File: config.mk
export PLATFORM = sky130hd
export DESIGN_NAME = mrbe_div
export DESIGN_NICKNAME = d
export VERILOG_FILES = /design/src/rtl/core/minimap_raster_blend_engine_core_defines.svh /design/src/rtl/core/mrbe_pkg.sv /design/src/rtl/core/mrbe_div.sv
export SDC_FILE = /design/constraint.sdc
export NUM_CORES = 1
export LEC_CHECK = 0
export ABC_AREA = 1
export ABC_CLOCK_PERIOD_IN_PS = 6700
export BUFFER_PORTS_ARGS = -buffer_cell sky130_fd_sc_hd__buf_2
export CAP_MARGIN = 10
export CORE_ASPECT_RATIO = 0.5
export CORE_MARGIN = 1
export CORE_UTILIZATION = 50
export CTS_CLUSTER_SIZE = 10
export DETAILED_ROUTE_END_ITERATION = 12
export PLACE_DENSITY = 0.7
export SKIP_CTS_REPAIR_TIMING = 1
export SLEW_MARGIN = 5
export SYNTH_ARGS = -nofsm -noshare
export SYNTH_HDL_FRONTEND = slang
export SYNTH_SLANG_ARGS = --single-unit
File: constraint.sdc
create_clock -name i_clk -period 6.7 [get_ports i_clk]
set_clock_uncertainty 0.15 [all_clocks]
set_input_delay 0.67 -clock i_clk [delete_from_list [all_inputs] [get_ports i_clk]]
set_output_delay 0.67 -clock i_clk [all_outputs]
set_load 0.05 [all_outputs]
File: src/rtl/core/minimap_raster_blend_engine_core_defines.svh
// assertion macros for the raster blend engine core
`ifndef MINIMAP_RASTER_BLEND_ENGINE_CORE_DEFINES_SVH
`define MINIMAP_RASTER_BLEND_ENGINE_CORE_DEFINES_SVH

// same-cycle implication
`define MRBE_AST_IMP(lbl, ante, cons) \
    lbl: assert property (@(posedge i_clk) disable iff (!i_rst_n) (ante) |-> (cons)) \
        else $error("raster core assertion failed");

// next-cycle implication
`define MRBE_AST_NXT(lbl, ante, cons) \
    lbl: assert property (@(posedge i_clk) disable iff (!i_rst_n) (ante) |=> (cons)) \
        else $error("raster core assertion failed");

`endif

File: src/rtl/core/mrbe_pkg.sv
// shared constants and word types of the raster blend engine
package mrbe_pkg;

    localparam int MAP_DIM   = 128;
    localparam int MAP_LOG   = $clog2(MAP_DIM);
    localparam int ADDR_W    = 2 * MAP_LOG;
    localparam int FB_DEPTH  = MAP_DIM * MAP_DIM;
    localparam int PIX_W     = 32;
    localparam int CH_W      = 8;
    localparam int FRAC_BITS = 16;
    localparam int CRD_W     = 12;
    localparam int DIF_W     = CRD_W + 1;
    localparam int ACC_W     = 48;
    localparam int INT_W     = ACC_W - FRAC_BITS;
    localparam int DIV_W     = DIF_W + FRAC_BITS;
    localparam int Q_W       = DIV_W + 1;
    localparam int CNT_W     = $clog2(DIV_W + 1);
    localparam int REACH_W   = 24;
    localparam int PADDR_W   = 3;
    localparam int PDATA_W   = 32;

    localparam logic [CH_W-1:0]    CH_MAX   = 8'hFF;
    localparam logic [CH_W-1:0]    SAT_RST  = 8'd255;
    localparam logic [PADDR_W-1:0] ADDR_SAT = 3'd0;

    localparam logic [2:0] OP_CLEAR = 3'd0;
    localparam logic [2:0] OP_POINT = 3'd1;
    localparam logic [2:0] OP_LINE  = 3'd2;
    localparam logic [2:0] OP_TRI   = 3'd3;
    localparam logic [2:0] OP_READ  = 3'd4;

    typedef struct packed {
        logic [2:0]              op;
        logic signed [CRD_W-1:0] ax;
        logic signed [CRD_W-1:0] ay;
        logic signed [CRD_W-1:0] bx;
        logic signed [CRD_W-1:0] by;
        logic signed [CRD_W-1:0] cx;
        logic signed [CRD_W-1:0] cy;
        logic [REACH_W-1:0]      reach_sq;
        logic [CH_W-1:0]         mark_id;
        logic [CH_W-1:0]         red;
        logic [CH_W-1:0]         green;
        logic [CH_W-1:0]         blue;
    } t_in_word;

    typedef struct packed {
        logic [CH_W-1:0] read_red;
        logic [CH_W-1:0] read_green;
        logic [CH_W-1:0] read_blue;
        logic [CH_W-1:0] read_mark;
        logic            op_done;
    } t_out_word;

endpackage

File: src/rtl/core/mrbe_div.sv
// iterative restoring fixed-point divider, one quotient bit per cycle
module mrbe_div (
    input  logic                             i_clk,
    input  logic                             i_rst_n,
    input  logic                             i_start,
    input  logic signed [mrbe_pkg::DIF_W-1:0] i_num,
    input  logic signed [mrbe_pkg::DIF_W-1:0] i_den,
    output logic                             o_done,
    output logic signed [mrbe_pkg::Q_W-1:0]   o_quo
);
    import mrbe_pkg::*;

    logic             r_busy, n_busy, r_done, n_done;
    logic             r_neg, n_neg, r_zero, n_zero;
    logic [CNT_W-1:0] r_cnt, n_cnt;
    logic [DIF_W-1:0] r_rem, n_rem, r_den, n_den;
    logic [DIV_W-1:0] r_q, n_q;
    logic [DIF_W:0]   sh;
    logic             ge;
    logic [DIF_W-1:0] nmag, dmag;

    always_comb begin
        nmag   = i_num[DIF_W-1] ? DIF_W'(-i_num) : DIF_W'(i_num);
        dmag   = i_den[DIF_W-1] ? DIF_W'(-i_den) : DIF_W'(i_den);
        sh     = {r_rem, r_q[DIV_W-1]};
        ge     = sh >= {1'b0, r_den};
        n_busy = r_busy;
        n_done = 1'b0;
        n_neg  = r_neg;
        n_zero = r_zero;
        n_cnt  = r_cnt;
        n_rem  = r_rem;
        n_den  = r_den;
        n_q    = r_q;
        if (i_start) begin
            n_busy = 1'b1;
            n_cnt  = CNT_W'(DIV_W);
            n_rem  = '0;
            n_q    = {nmag, {FRAC_BITS{1'b0}}};
            n_den  = dmag;
            n_neg  = i_num[DIF_W-1] ^ i_den[DIF_W-1];
            n_zero = (i_den == '0);
        end else if (r_busy) begin
            n_rem = ge ? DIF_W'(sh - {1'b0, r_den}) : sh[DIF_W-1:0];
            n_q   = {r_q[DIV_W-2:0], ge};
            n_cnt = r_cnt - 1'b1;
            if (r_cnt == CNT_W'(1)) begin
                n_busy = 1'b0;
                n_done = 1'b1;
            end
        end
    end

    always_ff @(posedge i_clk) begin
        if (!i_rst_n) begin
            r_busy <= 1'b0;
            r_done <= 1'b0;
        end else begin
            r_busy <= n_busy;
            r_done <= n_done;
        end
    end

    always_ff @(posedge i_clk) begin
        r_neg  <= n_neg;
        r_zero <= n_zero;
        r_cnt  <= n_cnt;
        r_rem  <= n_rem;
        r_den  <= n_den;
        r_q    <= n_q;
    end

    assign o_done = r_done;
    assign o_quo  = r_zero ? '0 :
                    (r_neg ? -$signed({1'b0, r_q}) : $signed({1'b0, r_q}));
endmodule

==> impl_metrics.py <==
metrics = {
    "die": {
        "num_rows": 24,
        "initial_core_util": 0.530,
        "die_w_um": 140,
        "core-area_um2": 8950,
        "die_area_um2": 9910,
        "die_h_um": 70.9,
        "ios": 60,
    },
    "global_routing": {
        "overflow": 0,
        "antenna_found_initial": 0,
        "grtUsageMet1": 0.319,
        "grt_pass1_vias": 4176,
        "grt_pass1_wl_um": 19100,
        "grt.met2_usage": 0.408,
        "met3_usage": 0.0447,
        "grt_start_max_net_pins": 32,
        "busiest_layer": "met2",
        "grt_use_total": 0.242,
    },
    "yosys": {
        "ys_seq_elements": 64,
        "avgSynthCellArea_um2": 6.60,
        "synthDistinctLibCells": 37,
        "synth-edff-count": 28,
        "synth_top_area_share": 0.177,
        "synthArstFlopShare": 0,
        "ys.flop_type": "dfxtp_1",
        "syn-instance-count": 719,
        "ys_warn_count": 0,
        "synthTopCellsByArea": "edfxtp_1 18%, dfxtp_1 15%, nand2_1 14%",
        "yosysMostFrequentCell": "nand2_1",
        "synth.net_count": 767,
        "seq_area_frac_synth": 0.329,
        "syn_area_um2": 4740,
        "synth_top_area_cell": "edfxtp_1",
        "synth_common_cells": "172 x nand2_1, 97 x inv_1, 88 x nor2_1, 52 x nand3_1, 36 x dfxtp_1",
    },
    "finish": {
        "drive_gt1_frac": 0.153,
        "final_cell_count_no_fill": 896,
        "area_growth_pct": 13.6,
        "fillers": 873,
        "nets": 822,
        "diodes": 0,
    },
    "clocking": {
        "cts_tree": "yes",
        "cts_buffer_depth": 2,
        "worstSkewPairLatency_ns": 0.33,
        "cts_max_level": 3,
        "numCtsBuffers": 9,
        "cts_root_buf": "clkbuf_16",
        "path_clk_slew_ns": 0.05,
        "cts.sinks": 64,
    },
    "placed_design": {
        "placed_cells": 880,
        "gp_congestion": 0.874,
        "portBuffers": 59,
        "dp_hpwl_um": 8540,
    },
    "timing": {
        "slew_headroom": 0.338,
        "tightest_slew_ns": 0.990,
        "clock.fmax_mhz": 312,
        "period_share": 0.479,
        "rsz0062_at_grt": "false",
        "fin_setup_tns_ns": 0,
        "maxSlewViolCount": 0,
        "period_needed_ns": 3.21,
        "setup_viol": 0,
        "hold_viol": 0,
    },
    "critical_path": {
        "slowest_stage": "edfxtp_1",
        "cp_max_fo": 24,
        "crit_path_frequent_cell": "nand2_1",
        "reg2reg_from": "r_q[28]$_DFFE_PP_",
        "crit_type": "reg -> out",
        "r2r-end": "r_rem[11]$_SDFFE_PP0P_",
        "worstRegToRegCells": 14,
        "crit_path_end_kind": "output port",
        "worstPathCellList": "nand2_1 -> nand4_1 -> clkinv_1 -> nand3_1 -> nand2_1 -> nor2_1 -> buf_2",
        "arrival_ns": 2.39,
        "critical-path-max-stage-delay_ns": 0.87,
        "r2r_slack_ns": 4.02,
        "critPathRequiredTime_ns": 5.88,
        "start_kind": "flip-flop",
    },
    "detailed_routing": {
        "avgViaCountPerCell": 5.24,
        "route.detailed.drc": 0,
        "vias": 4691,
        "drt_first_pass_iters": 5,
        "wirelength_um": 11300,
        "wl_per_cell_um": 12.7,
        "drt_iter0_markers": 310,
        "antenna_left": 0,
    },
    "power_and_ir_drop": {
        "p_seq_frac": 0.405,
        "power_per_cell_area_nw_per_um2": 205,
        "p_comb_frac": 0.198,
        "p_leak_nw": 2.69,
        "pwr-share-clk": 0.397,
        "p_sw_frac": 0.310,
        "p_switching_mw": 0.343,
        "p_int_mw": 0.763,
        "peakVddDrop_mv": 0.150,
    },
    "worst_hold_path": {
        "holdPathEnd": "r_rem[12]$_SDFFE_PP0P_",
        "hold_class": "reg -> reg",
        "hold_depth": 2,
        "holdCritStartpoint": "r_rem[12]$_SDFFE_PP0P_",
    },
    "status": {
        "status": "finished clean",
    },
    "flow_run": {
        "max-cap-violations": 0,
    },
}
==> cell type report <==
| cell class | instances | area (µm²) | share of cell area |
|---|---|---|---|
| Multi-Input combinational cell | 520 | 2660 | 0.492 |
| Sequential cell | 64 | 1560 | 0.290 |
| Inverter | 120 | 450 | 0.0835 |
| Timing Repair Buffer | 59 | 295 | 0.0548 |
| Clock buffer | 11 | 253 | 0.0469 |
| Tap cell | 117 | 146 | 0.0272 |
| Clock inverter | 5 | 30.0 | 0.00557 |
==> through the flow <==
stage               setup slack (ns)  area, µm²  power [mW]  hold slack (ns)  utilization
floorplan                       3.82       4740       0.616            0.284            -
detailed placement              3.70       5110       0.672            0.312        0.571
CTS                             3.51       5390        1.11            0.324        0.602
global route                    3.33       5390        1.16            0.344        0.602
global placement                3.75       5110       0.670            0.306        0.571
finish                          3.49       5390        1.11            0.322        0.602
==> flip-flops by register name, indices dropped and copies added, names as in the netlist <==
register  flops
r_zero        1
r_busy        1
r_rem        13
o_done        1
r_q          29
r_neg         1
r_cnt         5
r_den        13
==> layout by cell type (no fill, tap or decap), drive strengths merged <==
cell / n
dfxtp: 36
o21bai: 1
and2: 1
o21ai: 47
edfxtp: 28
clkinv: 7
or2: 2
o21a: 2
clkbuf: 11
ha: 18
nand4: 20
a31oi: 1
inv: 118
fa: 1
nor2: 91
nor3: 20
nand2: 180
xor2: 9
xnor2: 6
nand3: 62
buf: 59
a21o: 2
a21oi: 33
o22ai: 22
o211ai: 2
==> logic make-up after synthesis <==
| group | Yosys count | synth area share |
|---|---|---|
| buffers and inverters | 135 | 0.111 |
| AOI/OAI and AO/OA | 110 | 0.128 |
| and+or+nand+nor | 376 | 0.352 |
| adders and majority gates | 19 | 0.0517 |
| DFF | 64 | 0.329 |
| xor gates and xnor gates | 15 | 0.0277 |
==> power groups by stage <==
stage                     logic [mW]  registers (mW)  clock network, mW
final                          0.219           0.448              0.439
after global routing           0.244           0.450              0.462
after CTS                      0.219           0.447              0.446
after detailed placement       0.217           0.455                  0
after global placement         0.216           0.455                  0
after floorplan                0.168           0.448                  0
==> worst max-delay path: cells and delay by family (launching register included) <==
family | cells | cell delay (ns)
buf+inv | 2 | 0.44
simple gates | 5 | 0.74
flops | 1 | 0.87
==> worst max-delay path by stage <==
stage / start / endpoint / slack [ns]
finish: r_neg$_DFFE_PP_ / o_quo[22] / 3.49
global route: r_neg$_DFFE_PP_ / o_quo[11] / 3.33
CTS: r_neg$_DFFE_PP_ / o_quo[22] / 3.51
detailed placement: i_start / r_q[9]$_SDFFE_PP0P_ / 3.70
global placement: i_start / r_q[16]$_DFFE_PP_ / 3.75
floorplan: r_neg$_DFFE_PP_ / o_quo[4] / 3.82
==> metal layers <==
layer	share of wire	wire length (µm)
met4	0.010	117
met2	0.46	5240
met3	0.040	451
met1	0.49	5530
met5	0	0
Power figures use the tool's default switching activity.
